$ cat src/rtl/gb3_pkg.sv
`timescale 1ns / 1ps
package gb3_pkg;

    localparam int MAX_WIDTH_DEFAULT = 2048;

    localparam int WIDTH_BITS  = 12;
    localparam int HEIGHT_BITS = 16;
    localparam int ROW_BITS    = HEIGHT_BITS + 1;
    localparam int CHAN_BITS   = 8;
    localparam int PIXEL_BITS  = 3 * CHAN_BITS;
    localparam int SUM_BITS    = CHAN_BITS + 4;

    localparam int MIN_DIM = 2;
    localparam logic [WIDTH_BITS-1:0]  RESET_WIDTH  = 12'd640;
    localparam logic [HEIGHT_BITS-1:0] RESET_HEIGHT = 16'd480;

    localparam int CFG_INDEX_BITS = 4;
    localparam int CFG_DATA_BITS  = 16;

    localparam int QUEUE_DEPTH = 4;

    typedef enum logic [CFG_INDEX_BITS-1:0] {
        REG_IMAGE_WIDTH  = 4'd0,
        REG_IMAGE_HEIGHT = 4'd1
    } reg_index_t;

    // 1 2 1 / 2 4 2 / 1 2 1, row-major
    localparam logic [2:0] KERNEL_WEIGHT [9] = '{
        3'd1, 3'd2, 3'd1,
        3'd2, 3'd4, 3'd2,
        3'd1, 3'd2, 3'd1
    };

    // Per-request classification handed from the front to the back
    typedef struct packed {
        logic exists;
        logic up_ok;
        logic down_ok;
        logic left_ok;
        logic right_ok;
        logic last;
    } tap_ctl_t;

endpackage

$ cat src/rtl/gb3_queue.sv
`timescale 1ns / 1ps
module gb3_queue #(
    parameter int WIDTH = 8,
    parameter int DEPTH = gb3_pkg::QUEUE_DEPTH
) (
    input  logic             clk,
    input  logic             rst_n,
    input  logic             push,
    input  logic [WIDTH-1:0] push_data,
    input  logic             pop,
    output logic [WIDTH-1:0] head_data,
    output logic             head_valid,
    output logic             full
);

    localparam int PtrW = (DEPTH > 1) ? $clog2(DEPTH) : 1;
    localparam int CntW = $clog2(DEPTH + 1);

    logic [WIDTH-1:0] entry_reg [DEPTH];
    logic [PtrW-1:0]  wr_ptr_reg, wr_ptr_next;
    logic [PtrW-1:0]  rd_ptr_reg, rd_ptr_next;
    logic [CntW-1:0]  count_reg, count_next;

    always_ff @(posedge clk)
    begin
        if (push)
        begin
            entry_reg[wr_ptr_reg] <= push_data;
        end
    end

    always_comb
    begin
        wr_ptr_next = wr_ptr_reg;
        rd_ptr_next = rd_ptr_reg;
        count_next  = count_reg;
        if (push)
        begin
            wr_ptr_next = (wr_ptr_reg == PtrW'(DEPTH - 1)) ? '0 : wr_ptr_reg + PtrW'(1);
        end
        if (pop)
        begin
            rd_ptr_next = (rd_ptr_reg == PtrW'(DEPTH - 1)) ? '0 : rd_ptr_reg + PtrW'(1);
        end
        if (push && !pop)
        begin
            count_next = count_reg + CntW'(1);
        end
        else if (pop && !push)
        begin
            count_next = count_reg - CntW'(1);
        end
    end

    always_ff @(posedge clk or negedge rst_n)
    begin
        if (!rst_n)
        begin
            wr_ptr_reg <= '0;
            rd_ptr_reg <= '0;
            count_reg  <= '0;
        end
        else
        begin
            wr_ptr_reg <= wr_ptr_next;
            rd_ptr_reg <= rd_ptr_next;
            count_reg  <= count_next;
        end
    end

    assign head_data  = entry_reg[rd_ptr_reg];
    assign head_valid = count_reg != '0;
    assign full       = count_reg == CntW'(DEPTH);

endmodule

$ cat config.mk
export PLATFORM = sky130hd
export DESIGN_NAME = gb3_queue
export DESIGN_NICKNAME = d
export VERILOG_FILES = /design/src/rtl/gb3_pkg.sv /design/src/rtl/gb3_queue.sv
export SDC_FILE = /design/constraint.sdc
export NUM_CORES = 1
export LEC_CHECK = 0
export ABC_AREA = 1
export BUFFER_PORTS_ARGS = -buffer_cell sky130_fd_sc_hd__buf_2
export CORE_UTILIZATION = 55
export CTS_CLUSTER_SIZE = 40
export DETAILED_ROUTE_END_ITERATION = 8
export PLACE_DENSITY = 0.84
export SYNTH_ARGS = -nofsm -noshare
export SYNTH_HDL_FRONTEND = slang
export SYNTH_SLANG_ARGS = --single-unit
$ cat constraint.sdc
create_clock -name clk -period 1.5 [get_ports clk]
set_clock_uncertainty 0.05 [all_clocks]
set_input_delay 0.225 -clock clk [delete_from_list [all_inputs] [get_ports clk]]
set_output_delay 0.225 -clock clk [all_outputs]
set_load 0.005 [all_outputs]
After elaboration in Yosys (flattened, before gate mapping)
Memory sizes are Yosys's and may differ from the RTL's.
Cells that the tools add are included.

word-level totals
  register bits = 7
  bits in latches = 0
  memory bits (writable) = 32
  memory bits (read-only) = 0
  bits of input ports = 12
  word-level logic and storage cells = 23
  memories = 1

cells by class
  add/subtract/negate cells = 4
  $mul = 0
  div/mod/pow operators = 0
  magnitude comparators = 0
  equal/unequal tests = 3
  shift operators = 0
  mux-type cells = 6
  bitwise gates (word level) = 0
  reduce and logical (&&, ||, !) cells = 6

memory list
  name       depth  width  read ports  clocked after Yosys merged registers in  write ports  line             text
  entry_reg  4      8      1           0                                        1            gb3_queue.sv:19  logic [WIDTH-1:0] entry_reg [DEPTH];

operators by type and width
  operator             count
  $mux 3               2
  $add 2x1->2 const B  2
  $eq 2x2->1 const B   2
  $mux 2               2
  $add 3x1->3 const B  1
  $eq 3x3->1 const B   1
  $reduce_bool 3->1    1
  $sub 3x1->3 const B  1
  $logic_and 1x1->1    2
  $logic_not 1->1      2
  $mux 1               2
  $reduce_bool 2->1    1

Depth between registers and ports, before layout
  depth in word-level cells = 4
  depth in mapped cells = 9
  depth with buffers taken out = 9

Worst setup path before layout
Ideal clock, no wire load.

  path kind = input port to flip-flop
  start point = input pop
  end point = register count_reg[2]
  library setup time = 117 ps
  arrival time = 1,087 ps
  setup slack = 246 ps
  stages = 8
  cell sequence = inv_1 -> ha_1 -> inv_1 -> fa_1 -> nand2_1 -> nand3_1 -> nand2_1 -> nand2_1

between the ends
  longest elaborated chain between the ends = 3
  elaborated cells between the ends (all ways) = 5

RTL lines
  element                                             line             text
  start: declaration                                  gb3_queue.sv:10  input logic pop,
  $logic_not 1->1                                     gb3_queue.sv:45  if (push && !pop)
  $logic_and 1x1->1                                   gb3_queue.sv:45
  $mux 3 / $reduce_bool 2->1 (equally long branches)  n/a
  end signal: assignment                              gb3_queue.sv:67  count_reg <= count_next;
  end: declaration                                    gb3_queue.sv:22  logic [CntW-1:0] count_reg, count_next;

Parallel ways exist; a longest one is shown, timed or not.
A chain may end at the register's enable or synchronous reset.

Worst setup path in the final report
  start point = register rd_ptr_reg[0]
  end point = output head_data[1]

between the ends
  longest elaborated chain between the ends = 1

RTL lines
  element                   line             text
  start: declaration        gb3_queue.sv:21  logic [PtrW-1:0] rd_ptr_reg, rd_ptr_next;
  start signal: assignment  gb3_queue.sv:66  rd_ptr_reg <= rd_ptr_next;
  $mem_v2 4x8               n/a
  end: declaration          gb3_queue.sv:11  output logic [WIDTH-1:0] head_data,

Every way passes these cells.

==> flow_results.org <==
** Synth
- Synth top area cells :: edfxtp_1 56%, dfrtp_1 10%, nand2_1 8.8%, o211ai_1 7.0%, inv_1 5.9%
- Net count after synthesis :: 164
- Synthesis produced 145 cells.
- Most used flip-flop cell after synthesis :: edfxtp_1
- Library cells used by synthesis :: 19
- Counting flops with an async set or reset pin after synthesis yields a share of 0.179.
- Sequential-to-total area share from yosys stat :: 0.665
- The synthesized design contains 39 register bits.
- Fraction of synthesized cell area taken by the top area cell type :: 0.563
- Syn avg cell area :: 11.8 um^2
- Number of enable-type register cells in the synthesized netlist :: 32
- Post-Synthesis Cell Area :: 0.00171 mm^2
- nand2_1 is the most common cell in the netlist.
- edfxtp_1 takes more of the synthesized area than any other cell.
- Most frequent cells after synthesis :: 40 x nand2_1, 32 x edfxtp_1, 27 x inv_1
- Yosys warning count :: 0

** Floorplan
- Initial core utilization :: 0.599
- Placeable Area :: 0.00285 mm^2
- The die covers 0.00333 mm^2.
- Die extent in y :: 57.7 um
- Placement row count :: 19
- I/O pin count :: 22
- Floorplan die width :: 57.7 um

** Layout
- Largest register FFs :: 32
- Area Overhead vs Synth :: 17.1%
- Net count reported at finish :: 195
- In the final layout, the share of cells above drive strength 1 is 0.232.
- Total inserted antenna cells :: 0
- Post-layout instance count excluding filler cells :: 208

** STA
- Setup repair after global routing missed its margin :: yes
- Final count of hold timing violations :: 0
- Subtracting the final worst setup slack from the clock period gives 1710 ps.
- Of the available clock period, the critical path in the final layout requires 1.14.
- Setup tns final :: -1180 ps
- Final setup vio count :: 8
- Worst relative slew slack :: 0.740
- The final-report max-slew violation count came to 0.
- Crit path setup slack, layout :: -211 ps
- Transition time of the tightest slew-check pin :: 390 ps
- Highest attainable clock frequency :: 585 MHz

** Clock tree
- CTS H-tree depth :: 2
- Clock Pin Slew Worst Setup and Hold Paths :: 120 ps
- CTS sink count :: 39
- TritonCTS built the clock tree.
- Clock latency on the worst-skew pair, taken at its later pin, is 330 ps.
- TritonCTS created 5 clock buffers.
- Clock tree synthesis selected as its root buffer the cell clkbuf_4.
- The longest clock path from root to sink contains 2 buffers.

** Pwr
- The design draws 0.00343 W.
- The share of total power dissipated in combinational logic is 0.391.
- Summed over all nets, the switching power comes to 0.00121 W.
- VDD sags by at most 0.936 mV.
- In this run the power density over the cells is 1710 mW/mm^2.
- Sequential share of power :: 0.463
- The share of total power dissipated in the clock network is 0.146.
- Of the total power, the share spent switching nets is 0.354.
- Leakage power :: 0.913 nW
- Cell internal power was estimated by the tool at 0.00221 W.

** Routing
- Vias per Instance :: 5.40
- Wire length reported by the detailed router :: 3180 um
- The detailed router placed 1123 vias in this run.
- Average wire length per cell after detail routing :: 15.3 um
- Final ANT Viol Nets :: 0
- The first TritonRoute pass finished after 6 iterations.
- Detailed router's first-iteration violation count :: 42
- Post-route DRC violation count :: 1

** Global route
- Number of antenna violations at the first check in global routing :: 0
- For this run the aggregate overflow at the end of global routing stands at 0.
- Vias in the first global route :: 1179
- Met1 demand-to-capacity share in global routing :: 0.268
- The first global-routing pass estimated 5350 um of wire.
- In the global route stage, met2 resource usage came out at 0.382.
- For this run, global-route usage on met3 was measured as 0.0580.
- For this run, the total global-route usage over all layers was measured as 0.224.
- Maximum number of pins on one net before global-route repair :: 17
- Most congested layer reported by global routing :: met2

** Critical path
- Crit path max fanout :: 8
- Slowest cell on crit path :: dfrtp_1
- Critical Setup Path Class :: flip-flop to output port
- The number of cells on the worst reg-to-reg path is 4.
- Stage delay of the slowest cell on the critical path :: 410 ps
- Data on the critical path is required at its endpoint by 1220 ps.
- Sort of element at the end of the critical path :: output port
- Type of element launching the critical path :: flip-flop
- STA puts the critical path data arrival time at 1440 ps.
- Walking the worst path, the cells encountered are inv_4, buf_12, o211ai_1, nand2_1, buf_2.

** Outcome
- The checks that failed: design-rule violations, negative setup slack.
- Result of the run :: finished with violations

** Placed design
- # port buffers :: 21
- Final weighted congestion in routability-driven placement :: 0.733
- Number of placed instances with taps included :: 196
- Detailed placement ended at an HPWL of 2010 um.
- Post-placement setup slack :: 25.2 ps

** Min path
- The tightest min-delay check is of the input port to flip-flop type.
- Counting instances, the worst hold path has a depth of 1.

** Job
- MaxCap Viol Count :: 0
==> final cells by class <==
type	count	area (um^2)
clock inverters	2	7.51
flip-flops and latches	39	1140
clock buffers	6	41.3
repair buffers	28	213
well taps	31	38.8
fillers	211	853
multi-input cells	73	452
inverters	29	111
==> power groups by stage <==
| stage | Combinational, W | Clock, W | Sequential (W) |
|---|---|---|---|
| floorplan | 0.000780 | 0 | 0.00156 |
| global placement | 0.00104 | 0 | 0.00159 |
| detailed placement | 0.00112 | 0 | 0.00161 |
| CTS | 0.00132 | 0.000503 | 0.00159 |
| global route | 0.00149 | 0.000552 | 0.00162 |
| finish | 0.00134 | 0.000500 | 0.00159 |
==> final timing paths <==
path	startpoint	end	slack (ps)
min	push_data[5]	entry_reg[0][5]	40
max	rd_ptr_reg[0]	head_data[1]	-210
max reg2reg	wr_ptr_reg[0]	entry_reg[0][7]	70
min in group asynchronous	rst_n	rd_ptr_reg[0]	190
max in group asynchronous	rst_n	rd_ptr_reg[1]	1050
min reg2reg	count_reg[2]	count_reg[2]	460
==> metrics by stage <==
step / util / area (um^2) / hold slack, ps
after CTS: 0.694 / 1980 / 40.5
after global routing: 0.701 / 2000 / 32.2
final: 0.701 / 2000 / 42.5
after floorplan: - / 1710 / -121
after detailed placement: 0.646 / 1840 / 20.5
after global placement: 0.646 / 1840 / 14.6
==> cells by family after synthesis <==
logic type      Yosys count  share of synthesized area
fa+ha+maj                 7                     0.0557
flops                    39                      0.665
buf+inv                  33                     0.0894
compound gates           21                     0.0850
simple gates             44                     0.0996
xor+xnor                  1                    0.00513
==> repair_timing <==
| item | in CTS | in global routing |
|---|---|---|
| endpoints found under the hold margin | 7 | 0 |
| hold buffers | 1 | 0 |
| cloned | 2 | 0 |
| setup endpoints to repair | 8 | 8 |
| resized for setup | 8 | 5 |
| setup buffers | 1 | 0 |
| pin swaps | 8 | 3 |
==> metal layers <==
layer / share of wire / vias to the layer above
met1: 0.40 / 528
met4: 0.017 / 0
met3: 0.046 / 9
met5: 0 / -
met2: 0.53 / 35
li1: - / 551
==> cells in the final DEF (no fill, tap or decap) <==
| cell | count |
|---|---|
| edfxtp_1 | 32 |
| nand2_4 | 3 |
| nor3_1 | 1 |
| inv_2 | 1 |
| nand4_1 | 1 |
| o21ai_1 | 1 |
| a21oi_1 | 1 |
| nand3_1 | 1 |
| ha_1 | 6 |
| dfrtp_1 | 7 |
| buf_12 | 1 |
| inv_4 | 1 |
| o21ai_0 | 3 |
| buf_2 | 21 |
| nand2_1 | 33 |
| clkbuf_4 | 5 |
| buf_4 | 3 |
| xnor2_1 | 1 |
| buf_16 | 2 |
| o211ai_1 | 16 |
| nor2_1 | 1 |
| fa_1 | 1 |
| clkbuf_1 | 1 |
| clkinv_1 | 2 |
| dlygate4sd3_1 | 1 |
| nand2_2 | 4 |
| inv_1 | 27 |
==> critical path, delay by kind of cell (launching register included) <==
kind                   cells  cell delay [ps]
AO/OA/AOI/OAI              1              200
buffers and inverters      3              380
flip-flops                 1              410
AND/OR/NAND/NOR            1              120
Note: power is estimated with default switching activity, not from simulation.
