File: src/rtl/gb3_pkg.sv
`timescale 1ns / 1ps
package gb3_pkg;

    localparam int MAX_WIDTH_DEFAULT = 2048;

    localparam int WIDTH_BITS  = 12;
    localparam int HEIGHT_BITS = 16;
    localparam int ROW_BITS    = HEIGHT_BITS + 1;
    localparam int CHAN_BITS   = 8;
    localparam int PIXEL_BITS  = 3 * CHAN_BITS;
    localparam int SUM_BITS    = CHAN_BITS + 4;

    localparam int MIN_DIM = 2;
    localparam logic [WIDTH_BITS-1:0]  RESET_WIDTH  = 12'd640;
    localparam logic [HEIGHT_BITS-1:0] RESET_HEIGHT = 16'd480;

    localparam int CFG_INDEX_BITS = 4;
    localparam int CFG_DATA_BITS  = 16;

    localparam int QUEUE_DEPTH = 4;

    typedef enum logic [CFG_INDEX_BITS-1:0] {
        REG_IMAGE_WIDTH  = 4'd0,
        REG_IMAGE_HEIGHT = 4'd1
    } reg_index_t;

    // 1 2 1 / 2 4 2 / 1 2 1, row-major
    localparam logic [2:0] KERNEL_WEIGHT [9] = '{
        3'd1, 3'd2, 3'd1,
        3'd2, 3'd4, 3'd2,
        3'd1, 3'd2, 3'd1
    };

    // Per-request classification handed from the front to the back
    typedef struct packed {
        logic exists;
        logic up_ok;
        logic down_ok;
        logic left_ok;
        logic right_ok;
        logic last;
    } tap_ctl_t;

endpackage

File: src/rtl/gb3_front.sv
`timescale 1ns / 1ps
module gb3_front #(
    parameter int MAX_WIDTH = gb3_pkg::MAX_WIDTH_DEFAULT
) (
    input  logic                                   clk,
    input  logic                                   rst_n,
    input  logic                                   cfg_valid,
    output logic                                   cfg_ready,
    input  logic [gb3_pkg::CFG_INDEX_BITS-1:0]     cfg_index,
    input  logic [gb3_pkg::CFG_DATA_BITS-1:0]      cfg_data,
    input  logic                                   in_valid,
    output logic                                   in_stall,
    input  logic [gb3_pkg::CHAN_BITS-1:0]          red_in,
    input  logic [gb3_pkg::CHAN_BITS-1:0]          green_in,
    input  logic [gb3_pkg::CHAN_BITS-1:0]          blue_in,
    input  logic                                   is_pad,
    input  logic                                   queue_full,
    output logic                                   push,
    output logic [$clog2(MAX_WIDTH)-1:0]           push_col,
    output logic [gb3_pkg::PIXEL_BITS-1:0]         push_pix,
    output gb3_pkg::tap_ctl_t                      push_ctl
);

    localparam int ColW = $clog2(MAX_WIDTH);
    localparam int EffW = $clog2(MAX_WIDTH + 1);
    localparam int RowW = gb3_pkg::ROW_BITS;
    localparam int WidW = gb3_pkg::WIDTH_BITS;
    localparam int HgtW = gb3_pkg::HEIGHT_BITS;

    logic [WidW-1:0] width_reg, width_next;
    logic [HgtW-1:0] height_reg, height_next;
    logic [ColW-1:0] col_reg, col_next;
    logic [RowW-1:0] row_reg, row_next;

    logic [EffW-1:0] eff_w;
    logic [HgtW-1:0] eff_h;
    logic [RowW-1:0] eff_h_row;
    logic            in_frame;
    logic            accept;
    logic            col_nz;
    logic [RowW-1:0] tr;
    logic [ColW-1:0] tc;
    logic            col_wrap;
    logic            cfg_we;
    gb3_pkg::tap_ctl_t ctl;

    assign cfg_ready = 1'b1;
    assign cfg_we    = cfg_valid && cfg_ready;

    always_comb
    begin
        priority if (int'(width_reg) < gb3_pkg::MIN_DIM)
        begin
            eff_w = EffW'(gb3_pkg::MIN_DIM);
        end
        else if (int'(width_reg) > MAX_WIDTH)
        begin
            eff_w = EffW'(MAX_WIDTH);
        end
        else
        begin
            eff_w = EffW'(width_reg);
        end
        eff_h = (int'(height_reg) < gb3_pkg::MIN_DIM) ? HgtW'(gb3_pkg::MIN_DIM) : height_reg;
    end

    assign eff_h_row = RowW'(eff_h);
    assign in_frame  = row_reg < eff_h_row;
    assign in_stall  = queue_full;
    assign accept    = in_valid && !in_stall;
    // drop pads that arrive while frame pixels are still expected
    assign push      = accept && !(in_frame && is_pad);
    assign push_pix  = in_frame ? {blue_in, green_in, red_in} : '0;
    assign push_col  = col_reg;

    // Locate the pixel whose window completes with this request
    assign col_nz = col_reg != '0;
    assign tr     = col_nz ? row_reg - RowW'(1) : row_reg - RowW'(2);
    assign tc     = col_nz ? col_reg - ColW'(1) : ColW'(eff_w - EffW'(1));

    always_comb
    begin
        ctl.exists   = col_nz ? (row_reg >= RowW'(1)) : (row_reg >= RowW'(2));
        ctl.up_ok    = tr != '0;
        ctl.down_ok  = (tr + RowW'(1)) < eff_h_row;
        ctl.left_ok  = tc != '0;
        ctl.right_ok = (EffW'(tc) + EffW'(1)) < eff_w;
        ctl.last     = ctl.exists && (tr == eff_h_row - RowW'(1))
                       && (EffW'(tc) == eff_w - EffW'(1));
    end

    assign push_ctl = ctl;
    assign col_wrap = (EffW'(col_reg) + EffW'(1)) >= eff_w;

    always_comb
    begin
        width_next  = width_reg;
        height_next = height_reg;
        col_next    = col_reg;
        row_next    = row_reg;
        if (cfg_we)
        begin
            unique case (cfg_index)
                gb3_pkg::REG_IMAGE_WIDTH:  width_next  = cfg_data[WidW-1:0];
                gb3_pkg::REG_IMAGE_HEIGHT: height_next = cfg_data[HgtW-1:0];
                default: ;
            endcase
            if (cfg_index == gb3_pkg::REG_IMAGE_WIDTH
                || cfg_index == gb3_pkg::REG_IMAGE_HEIGHT)
            begin
                col_next = '0;
                row_next = '0;
            end
        end
        else if (push)
        begin
            priority if (ctl.last)
            begin
                col_next = '0;
                row_next = '0;
            end
            else if (col_wrap)
            begin
                col_next = '0;
                row_next = row_reg + RowW'(1);
            end
            else
            begin
                col_next = col_reg + ColW'(1);
            end
        end
    end

    always_ff @(posedge clk or negedge rst_n)
    begin
        if (!rst_n)
        begin
            width_reg  <= gb3_pkg::RESET_WIDTH;
            height_reg <= gb3_pkg::RESET_HEIGHT;
            col_reg    <= '0;
            row_reg    <= '0;
        end
        else
        begin
            width_reg  <= width_next;
            height_reg <= height_next;
            col_reg    <= col_next;
            row_reg    <= row_next;
        end
    end

endmodule

File: config.mk
export PLATFORM = sky130hd
export DESIGN_NAME = gb3_front
export DESIGN_NICKNAME = d
export VERILOG_FILES = /design/src/rtl/gb3_pkg.sv /design/src/rtl/gb3_front.sv
export SDC_FILE = /design/constraint.sdc
export NUM_CORES = 1
export LEC_CHECK = 0
export BUFFER_PORTS_ARGS = -buffer_cell sky130_fd_sc_hd__buf_2
export CAP_MARGIN = 10
export CELL_PAD_IN_SITES_DETAIL_PLACEMENT = 0
export CELL_PAD_IN_SITES_GLOBAL_PLACEMENT = 2
export CORE_UTILIZATION = 30
export DETAILED_ROUTE_END_ITERATION = 6
export PLACE_DENSITY_LB_ADDON = 0.1
export SETUP_SLACK_MARGIN = 0.4
export SLEW_MARGIN = 25
export SYNTH_ARGS = -nofsm -noshare
export SYNTH_HDL_FRONTEND = slang
export SYNTH_SLANG_ARGS = --single-unit
File: constraint.sdc
create_clock -name clk -period 5.1 [get_ports clk]
set_input_delay 1.02 -clock clk [delete_from_list [all_inputs] [get_ports clk]]
set_output_delay 1.02 -clock clk [all_outputs]
set_load 0.03 [all_outputs]
Word level (Yosys, flattened, before mapping)
Cells that the tools add are included.
- register bits: 56
- input port bits: 50
- output and inout port bits: 44
- logic and storage cells: 62
- $add $sub $neg: 10
- $lt $le $gt $ge: 9
- eq/ne operators: 4
- mux-type cells: 17
- reductions and logical operators: 18
- operator list (cell ; count):
    $mux 17 ; 6
    $mux 11 ; 6
    $add 17x1->17 const B ; 2
    $lt 17x16->1 ; 2
    $add 11x1->12 const B ; 2
    $mux 12 ; 2
    $mux 24 ; 1
    $reduce_bool 11->1 ; 2
    $eq 17x17->1 ; 1
    $ge 17x1->1 const B ; 1
    $ge 17x2->1 const B ; 1
    $reduce_bool 17->1 ; 1
    $sub 16x1->17 const B ; 1
    $sub 17x1->17 const B ; 1
    $sub 17x2->17 const B ; 1
    $lt 16x2->1 const B ; 1
    $mux 16 ; 1
    $eq 11x12->1 ; 1
    $ge 12x12->1 ; 1
    $gt 12x12->1 const B ; 1
    $lt 12x12->1 ; 1
    $lt 12x2->1 const B ; 1
    $sub 12x1->12 const B ; 1
    $add 11x1->11 const B ; 1
    12 further kinds ; 19

Depth between registers and ports, before layout
Gate-level depths: netlist (run 1).
- depth in word-level cells: 10
- gate-level depth with buffers: 21
- mapped depth without buffers: 19

Worst setup path before layout (run 1)
No wires, ideal clock.
- path kind: register -> output
- from: register col_reg[0], in the netlist push_col[0]
- to: output port push_ctl[3] (netlist name)
- data arrival time: 5.999 ns
- data required time: 4.080 ns
- setup slack: -1.919 ns
- cell stages (with the launch flop): 20
- path buffers: 3
- cell sequence: dfrtp_1 clkbuf_1 inv_1 ha_1 or3b_4 buf_2 nor3_2 clkbuf_1 xnor2_1 ha_1 nor3b_1 nor3b_1 nand2_1 nor3_1 xnor2_1 ha_1 a21o_1 a211oi_1 a21oi_1 a2111oi_0
- RTL lines (what ; line ; text):
    from (decl) ; gb3_front.sv:32 ; logic [ColW-1:0] col_reg, col_next;
    from (signal assigned) ; gb3_front.sv:147 ; col_reg <= col_next;
    to (decl) ; gb3_front.sv:21 ; output gb3_pkg::tap_ctl_t push_ctl

==> metrics, run 1 <==
Placer Congestion=0.8670; most used flip-flop cell after synthesis=dfrtp_1; drt via density=5.411; FF-to-FF path depth=22; Synth area leader=dfrtp_1; FF-to-FF End=row_reg[5]; Setup Skew=9.856 ps; CTS sink cnt=56; Crit path required time=between 4000 and 5000 ps; slew margin rel.=0.4157; H-tree depth=2; unrepaired setup endpoints after global routing=true; Worst R2R Start=width_reg[7]; IO Pins=94; peak supply drop=0.2587 mV; clock latency on the worst-skew pair=approximately 300 ps; top cells by area, synth=dfrtp_1 (18%), ha_1 (13%), xnor2_1 (7.5%); Worst setup EP type=primary output; initial antenna violation count=1; top-area cell type share of the netlist area=0.1796; maxcap violations=0; Syn Area/Cell=8.246 µm²; Core ar.=0.02271 mm²; pwr dens=621.3 mW/mm²; P_leak=0.004273 µW; sequential share of power=0.102; n_diodes=0; Hold/Removal Path Class=flop to flop; post-route minimum period=5377 ps; CP Launch Point=width_reg[7]; Fill cells=2,244; hold path depth=1; fmax=186.0 MHz; Gate Count Post-Synth=~850; Chip Width=about 150 µm; Arr. time, crit path=around 4400 ps; Netlist Area Pre-Place=between 0.006 and 0.007 mm²; number of flops mapped to enable cells by yosys=0; Setup Viol. Count Final=2; Switching Fraction=0.4755; grt total ovfl=0; DP Wirelength=slightly above 20,000 µm; fin crit share=1.054; drt first-iter violations=280; Cell variety after synth=80; part of the Yosys area used for sequential elements=0.2022; WHS=between 500 and 600 ps; number of global-route vias before repair=7,238; row count=55; synthesized flop and latch total=56; number of port buffers=92; Largest register FFs=17; Bufs on Longest Clock Path=2; DRC violations left=0; Ys Warns=0; nets@finish=approximately 1,200; reg2reg setup slack=280 ps; full die area=0.02384 mm²; number of buffers created by CTS=5; PnR worst setup slack=-277.3 ps; Switch Pwr=2896 µW; most frequent cells in the layout=buf_4 (134), buf_2 (89), ha_1 (63), nand2_1 (60), xnor2_1 (52); Slew Limit Fails=0; Final ANT Viol Nets=0; aggregate routed wire length=between 20,000 and 30,000 µm; root buffer cell=clkbuf_16; number of hold violations in the final report=0; slew of the pin with the lowest slew margin=870.3 ps; most common cell after layout, fill and taps aside=buf_4; crit path launch type=flop; share of cells above drive strength 1=0.4082; combinational share of power=0.828; CTS tree=yes; per-cell routed wire length=19.03 µm; Net Count, Synth=965; Hold Crit Endpoint=height_reg[0]; outcome=finished, violations left; area delta synth->final=40.67%; clock share of power=0.070; total number of vias=7,229; Pint=3194 µW; Die Span Y=about 150 µm; largest net degree at the start of global routing=57; type of the worst setup path=flop to primary output; clock slew at reported path FFs=70 ps; drt first pass iters=5; failing checks=setup timing; crit path max fanout=3; first-pass GRT wire length=~40,000 µm; fin util=0.4316; Tot GR Track Use=0.2131; Initial Utilization=0.3068; hold path startpoint=height_reg[0]; ys async rst share=1.000
-- cell families (layout without fill, tap and decap cells) --
kind of cell	count (synthesis)	after routing	synth area share
AND/OR/NAND/NOR	340	340	0.2726
AO/OA/AOI/OAI	178	178	0.1828
XOR/XNOR	84	84	0.1086
buffers and inverters	77	283	0.04615
adder cells (fa/ha/maj)	70	70	0.1257
flip-flops	56	56	0.2022
multiplexers	39	39	0.06141
other	1	1	0.0005382
-- synthesized netlist by cell type (7+ instances only) --
master    count
nand2_1      62
or4_1        24
xor2_1       22
dfrtp_1      50
ha_1         70
a21oi_1      35
buf_2         8
o21ai_0      30
nand4_1      18
nor4_1       12
nor3_1       36
inv_1        33
o31ai_1      21
and3_1       12
mux2_2       30
a31oi_1       7
mux2i_1       9
nor3b_1       7
a211oi_1      9
and2_1       28
a21o_1       12
o21a_1       15
xnor2_1      60
clkbuf_1     31
nand3_1      25
nor2_1       59
or3_1        11
nand2b_1     12
-- worst max-delay path: stages, from the launching register on --
cell and delay [ps]:
dfstp_2 370, or4_4 540, nor4_4 210, buf_4 180, nor3b_4 50, inv_2 70, ha_4 210, mux2i_2 190
inv_2 70, ha_4 250, ha_4 230, nor2b_4 110, o21a_1 160, o21a_1 160, o21a_1 160, o21a_1 160
o21a_1 170, o21a_1 180, o21a_1 170, o21ai_2 120, a211o_2 150, buf_6 120
-- per-stage QoR --
stage          instances  TNS, ps  instance area, µm²  setup WS [ps]  power, µW
6_report            1336   -282.3                9802         -277.3       6090
5_1_grt             1336   -812.3                9802         -489.6       6608
4_1_cts             1323   -406.2                9323         -361.1       5767
3_5_place_dp        1292   -386.9                8602         -317.8       4910
3_3_place_gp        1292   -544.4                8602         -266.9       4853
2_1_floorplan        845   -431.9                7129         -230.8       3517
-- area by class of cell --
class	instances	area, µm²	share of cell area
Sequential cell	56	1413	0.1441
Clock buffer	7	152.6	0.01557
Clock inverter	1	30.03	0.003064
Multi-Input combinational cell	712	6016	0.6137
Inverter	33	126.4	0.01289
Tap cell	285	356.6	0.03638
Timing Repair Buffer	242	1708	0.1742
-- worst max-delay path by stage --
stage,cells past startpoint,endpoint
floorplan,21,push_ctl[1]
global placement,20,push_ctl[1]
detailed placement,20,push_ctl[1]
CTS,21,push_ctl[1]
global route,21,push_ctl[1]
finish,21,push_ctl[1]
-- power by group through the flow --
| stage | registers, µW | clock network (µW) | logic [µW] |
|---|---|---|---|
| 2_1_floorplan | 647 | 0 | 2870 |
| 3_3_place_gp | 619 | 0 | 4230 |
| 3_5_place_dp | 624 | 0 | 4290 |
| 4_1_cts | 618 | 444 | 4700 |
| 5_1_grt | 634 | 461 | 5510 |
| 6_report | 622 | 427 | 5040 |
-- timing repair --
action | 4_1_cts | 5_1_grt
pin swaps | 52 | 30
buffers inserted | 23 | 11
gates cloned | 0 | 2
resized for setup | 78 | 82
endpoints found under the setup margin | 32 | 56
hold buffers | 0 | 0
-- metal layers --
metal  track usage  part of all wire  routed length (µm)
met1        0.2647              0.43               11050
met2        0.3820              0.51               12920
met3       0.01905             0.029                 731
met4       0.07779             0.028                 724
met5             0                 0                   0
Note: power is estimated with default switching activity, not from simulation.
==> run 2, diff against run 1 <==
--- a/constraint.sdc
+++ b/constraint.sdc
@@ -3,2 +3,2 @@
 set_output_delay 1.02 -clock clk [all_outputs]
-set_load 0.03 [all_outputs]
+set_load 0.1 [all_outputs]
==> metrics, run 2 (synthesis gave the netlist of run 1 again) <==
CP max stage cell=or4_4 (unchanged); Tot GR Track Use=0.2141 (was 0.2131); most common cell after layout, fill and taps aside=buf_4 (unchanged); PnR worst setup slack=-321.4 ps (was -277.3 ps); root buffer cell=clkbuf_16 (unchanged); fmax=184.5 MHz (was 186.0 MHz); CTS sink cnt=56 (unchanged); WHS=559.3 ps (was 574.9 ps); Core ar.=0.02271 mm² (unchanged); failing checks=setup timing (unchanged); DRC violations left=0 (unchanged); Chip Width=154.4 µm (unchanged); fin crit share=1.063 (was 1.054); number of port buffers=92 (unchanged); most frequent cells in the layout=buf_4 (148), buf_2 (63), ha_1 (62), nand2_1 (59), xnor2_1 (51) (was buf_4 (134), buf_2 (89), ha_1 (63), nand2_1 (60), xnor2_1 (52)); crit path max fanout=3 (unchanged); grt total ovfl=0 (unchanged); first-pass GRT wire length=40,040 µm (was 39,590 µm); row count=55 (unchanged); area delta synth->final=47.39% (was 40.67%); Placed Instances=1,305 (was 1,292); Initial Utilization=0.3068 (unchanged); CTS tree=yes (unchanged); DP Wirelength=20,480 µm (was 20,190 µm); Final Power=6690 µW (was 6090 µW); type of the worst setup path=flop to primary output (unchanged); total number of vias=7,206 (was 7,229); number of hold violations in the final report=0 (unchanged); drt first-iter violations=358 (was 280); initial antenna violation count=0 (was 1); Setup Skew=14.48 ps (was 9.856 ps); H-tree depth=2 (unchanged); Crit path required time=4080 ps (about the same); number of buffers created by CTS=5 (unchanged); fin util=0.4522 (was 0.4316); nets@finish=1,184 (was 1,170); post-route minimum period=5421 ps (was 5377 ps); most frequent CP cell=o21a_1 (unchanged); Setup Viol. Count Final=2 (unchanged); full die area=0.02384 mm² (unchanged); slew of the pin with the lowest slew margin=818.8 ps (was 870.3 ps); unrepaired setup endpoints after global routing=true (unchanged); Slew Limit Fails=0 (unchanged); clock latency on the worst-skew pair=300 ps (about the same); aggregate routed wire length=26,160 µm (was 25,430 µm); maxcap violations=0 (unchanged); Placer Congestion=0.8332 (was 0.8670); per-cell routed wire length=19.38 µm (was 19.03 µm); max incr delay on CP=540 ps (about the same); Final ANT Viol Nets=0 (unchanged); clock slew at reported path FFs=70 ps (about the same); n_diodes=0 (unchanged); share of cells above drive strength 1=0.4441 (was 0.4082); Largest register FFs=17 (unchanged); Arr. time, crit path=4400 ps (was 4360 ps); outcome=finished, violations left (unchanged); Worst setup EP type=primary output (unchanged); number of global-route vias before repair=7,177 (was 7,238); Die Span Y=154.4 µm (unchanged); largest net degree at the start of global routing=57 (unchanged); Hold/Removal Path Class=flop to flop (unchanged); Bufs on Longest Clock Path=2 (unchanged); drt via density=5.338 (was 5.411); P_leak=0.004455 µW (was 0.004273 µW); peak supply drop=0.2457 mV (was 0.2587 mV); slew margin rel.=0.4502 (was 0.4157); drt first pass iters=5 (unchanged); pwr dens=651.4 mW/mm² (was 621.3 mW/mm²); Fill cells=2,207 (was 2,244); crit path launch type=flop (unchanged); IO Pins=94 (unchanged); non-filler cells, final=1,350 (was 1,336); CP cell instances=or4_4 > nor4_2 > buf_4 > nor3b_4 > inv_2 > ha_4 > mux2i_2 > inv_1 > ha_4 > ha_4 > nor2b_4 > o21a_1 > o21a_1 > o21a_1 > o21a_1 > o21a_1 > o21a_1 > o21a_1 > o21ai_2 > a211o_4 > buf_12 (was or4_4 > nor4_4 > buf_4 > nor3b_4 > inv_2 > ha_4 > mux2i_2 > inv_2 > ha_4 > ha_4 > nor2b_4 > o21a_1 > o21a_1 > o21a_1 > o21a_1 > o21a_1 > o21a_1 > o21a_1 > o21ai_2 > a211o_2 > buf_6)
-- run 2: stage by stage --
stage	area [µm²]	setup WS, ps	setup TNS (ps)
floorplan	7242	-878.0	-1672
global placement	8832	-331.7	-2171
detailed placement	8832	-464.4	-2789
CTS	9474	-397.3	-657.7
global route	10270	-516.3	-1142
finish	10270	-321.4	-508.9
-- run 2: final timing paths --
kind	start	to	slack [ps]	depth (start not counted)
hold reg to reg	height_reg[0]	height_reg[0]	560	1
setup / recovery	width_reg[7]	push_ctl[1]	-320	21
setup reg to reg	height_reg[10]	row_reg[14]	210	18
max in group asynchronous	rst_n	push_col[0]	3640	2
min in group asynchronous	rst_n	row_reg[13]	870	2
hold / removal	height_reg[0]	height_reg[0]	560	1
-- run 2: area by class of cell --
type	instances	area, µm²	share of cell area
Clock buffer	8	136.4	0.01328
Timing Repair Buffer	256	2113	0.2058
Multi-Input combinational cell	712	6110	0.5949
Sequential cell	56	1428	0.1390
Tap cell	285	356.6	0.03472
Inverter	33	126.4	0.01231
-- run 2: repair_timing --
item | CTS | global route
hold buffers | 0 | 0
endpoints found under the setup margin | 56 | 58
setup buffers | 18 | 14
pin swaps | 34 | 48
gates cloned | 0 | 5
gates resized for setup | 86 | 168
-- run 2: per-layer routing --
metal,vias up,part of all wire,global-route usage
met4,0,0.0064,0.02546
met1,3549,0.50,0.3018
li1,3550,-,-
met2,96,0.47,0.3592
met3,11,0.020,0.02410
met5,-,0,0
-- run 2: power by group --
group | total, µW | internal [µW] | switching (µW)
clock network | 342 | 184 | 159
logic | 5730 | 2640 | 3100
registers | 615 | 536 | 78.8
total | 6690 | 3360 | 3330
-- run 2: worst max-delay path, delay by kind of cell (launching register included) --
kind	cells	cell delay (ps)
AO/OA/AOI/OAI	9	1410
AND/OR/NAND/NOR	4	920
adder cells (fa/ha/maj)	3	690
buffers and inverters	4	510
flip-flops	1	370
multiplexers	1	180
==> run 3, diff against run 2 <==
--- a/config.mk
+++ b/config.mk
@@ -11,2 +11,3 @@
 export CELL_PAD_IN_SITES_GLOBAL_PLACEMENT = 2
+export CORE_ASPECT_RATIO = 0.9
 export CORE_UTILIZATION = 30
==> constraint.sdc (replaced) <==
create_clock -name clk -period 5.1 [get_ports clk]
set_input_delay 1.53 -clock clk [delete_from_list [all_inputs] [get_ports clk]]
set_output_delay 1.53 -clock clk [all_outputs]
set_load 0.1 [all_outputs]
==> metrics, run 3 (synthesis gave the netlist of run 1 again) <==
Tot GR Track Use=0.2246 (was 0.2141); Slew Limit Fails=0 (unchanged); clock share of power=0.053 (was 0.051); aggregate routed wire length=26,210 µm (was 26,160 µm); clock slew at reported path FFs=70 ps (about the same); pwr dens=636.6 mW/mm² (was 651.4 mW/mm²); number of port buffers=92 (unchanged); number of buffers created by CTS=5 (unchanged); H-tree depth=2 (unchanged); total number of vias=7,486 (was 7,206); root buffer cell=clkbuf_16 (unchanged); Arr. time, crit path=4450 ps (was 4400 ps); Chip Width=162.6 µm (was 154.4 µm); peak supply drop=0.2720 mV (was 0.2457 mV); crit path launch type=flop (unchanged); fmax=167.2 MHz (was 184.5 MHz); Crit path required time=3570 ps (was 4080 ps); WHS=573.2 ps (was 559.3 ps); Largest register FFs=17 (unchanged); PnR worst setup slack=-879.8 ps (was -321.4 ps); Setup Viol. Count Final=20 (was 2); Initial Utilization=0.3077 (was 0.3068); outcome=finished, violations left (unchanged); Switch Pwr=3367 µW (was 3334 µW); first-pass GRT wire length=41,510 µm (was 40,040 µm); fin crit share=1.173 (was 1.063); initial antenna violation count=0 (unchanged); placed instance area=0.009707 mm² (was 0.008832 mm²); Worst setup EP type=primary output (unchanged); full die area=0.02384 mm² (about the same); DP Wirelength=21,030 µm (was 20,480 µm); drt first pass iters=5 (unchanged); grt total ovfl=0 (unchanged); per-cell routed wire length=18.60 µm (was 19.38 µm); Bufs on Longest Clock Path=2 (unchanged); Placer Congestion=0.8759 (was 0.8332); sequential share of power=0.086 (was 0.092); failing checks=setup timing (unchanged); most frequent cells in the layout=buf_4 (176), buf_2 (61), ha_1 (60), nand2_1 (59), xnor2_1 (54) (was buf_4 (148), buf_2 (63), ha_1 (62), nand2_1 (59), xnor2_1 (51)); CTS sink cnt=56 (unchanged); slew of the pin with the lowest slew margin=779.5 ps (was 818.8 ps); share of cells above drive strength 1=0.4730 (was 0.4441); row count=52 (was 55); type of the worst setup path=flop to primary output (unchanged); post-route minimum period=5980 ps (was 5421 ps); clock latency on the worst-skew pair=310 ps (was 300 ps); Switching Fraction=0.4819 (was 0.4984); design area=0.01098 mm² (was 0.01027 mm²); Setup TNS Final=-3487 ps (was -508.9 ps); Core ar.=0.02264 mm² (was 0.02271 mm²); unrepaired setup endpoints after global routing=true (unchanged); crit path max fanout=3 (unchanged); largest net degree at the start of global routing=57 (unchanged); area delta synth->final=57.51% (was 47.39%); combinational share of power=0.861 (was 0.857); DRC violations left=0 (unchanged); CTS tree=yes (unchanged); slew margin rel.=0.4804 (was 0.4502); most common cell after layout, fill and taps aside=buf_4 (unchanged); IO Pins=94 (unchanged); Setup Skew=15.81 ps (was 14.48 ps); number of global-route vias before repair=7,550 (was 7,177); drt first-iter violations=450 (was 358); number of hold violations in the final report=0 (unchanged); Die Span Y=146.6 µm (was 154.4 µm); drt via density=5.313 (was 5.338); Hold/Removal Path Class=flop to flop (unchanged); Final ANT Viol Nets=0 (unchanged); Pint=3620 µW (was 3356 µW); maxcap violations=0 (unchanged); n_diodes=0 (unchanged); P_leak=0.004766 µW (was 0.004455 µW); fin util=0.4847 (was 0.4522); nets@finish=1,231 (was 1,184)
==> run 3: power groups by stage <==
stage / registers [µW] / clock network, µW / logic, µW
floorplan: 724 / 0 / 3290
global placement: 595 / 0 / 5270
detailed placement: 601 / 0 / 5350
CTS: 598 / 384 / 5820
global route: 610 / 406 / 6510
finish: 600 / 373 / 6010
==> run 3: routing by layer <==
layer,up-vias,part of all wire,GRT usage,wire [µm]
met5,-,0,0,0
li1,3648,-,-,-
met1,3612,0.49,0.3181,12750
met2,198,0.46,0.3622,11990
met3,28,0.043,0.03125,1122
met4,0,0.013,0.04299,351
==> run 3: worst paths after layout <==
check | depth (start not counted) | start | end | slack [ps]
worst max-delay path | 21 | width_reg[7] | push_ctl[1] | -880
worst min-delay path | 2 | row_reg[1] | row_reg[1] | 570
worst max register to register | 22 | width_reg[7] | row_reg[5] | 260
worst min register to register | 2 | row_reg[1] | row_reg[1] | 570
max in group asynchronous | 2 | rst_n | push_col[0] | 3120
min in group asynchronous | 2 | rst_n | row_reg[16] | 1390
==> run 3: worst max-delay path, cell delays in order (launching register included) <==
cell	delay, ps
dfstp_2	370
or4_4	550
nor4_4	230
buf_4	180
nor3b_4	50
inv_2	70
ha_4	210
mux2i_2	170
inv_1	100
ha_4	280
ha_4	180
nor2b_1	120
o21a_1	170
o21a_1	170
o21a_1	170
o21a_1	170
o21a_1	170
o21a_1	160
o21a_1	180
o21ai_2	120
a211o_4	150
buf_12	160
==> run 3: through the flow <==
step           power, µW  instances  setup slack [ps]
6_report            6987       1409            -879.8
5_1_grt             7524       1409             -1041
4_1_cts             6801       1404             -1037
3_5_place_dp        5955       1368            -916.4
3_3_place_gp        5868       1368            -887.1
2_1_floorplan       4010        845             -1388
==> run 3: final cells by class <==
| cell class | count | area, µm² |
|---|---|---|
| clock buffers | 8 | 156.4 |
| fillers | 2185 | 11670 |
| inverters | 33 | 126.4 |
| multi-input cells | 714 | 6191 |
| flip-flops and latches | 56 | 1428 |
| well taps | 297 | 371.6 |
| repair buffers | 301 | 2703 |
==> run 3: repair_timing <==
| item | in CTS | in global routing |
|---|---|---|
| cloned | 6 | 0 |
| endpoints found under the setup margin | 59 | 59 |
| gates resized for setup | 129 | 47 |
| pin swaps | 73 | 20 |
| hold buffers | 0 | 0 |
| buffers inserted | 22 | 5 |
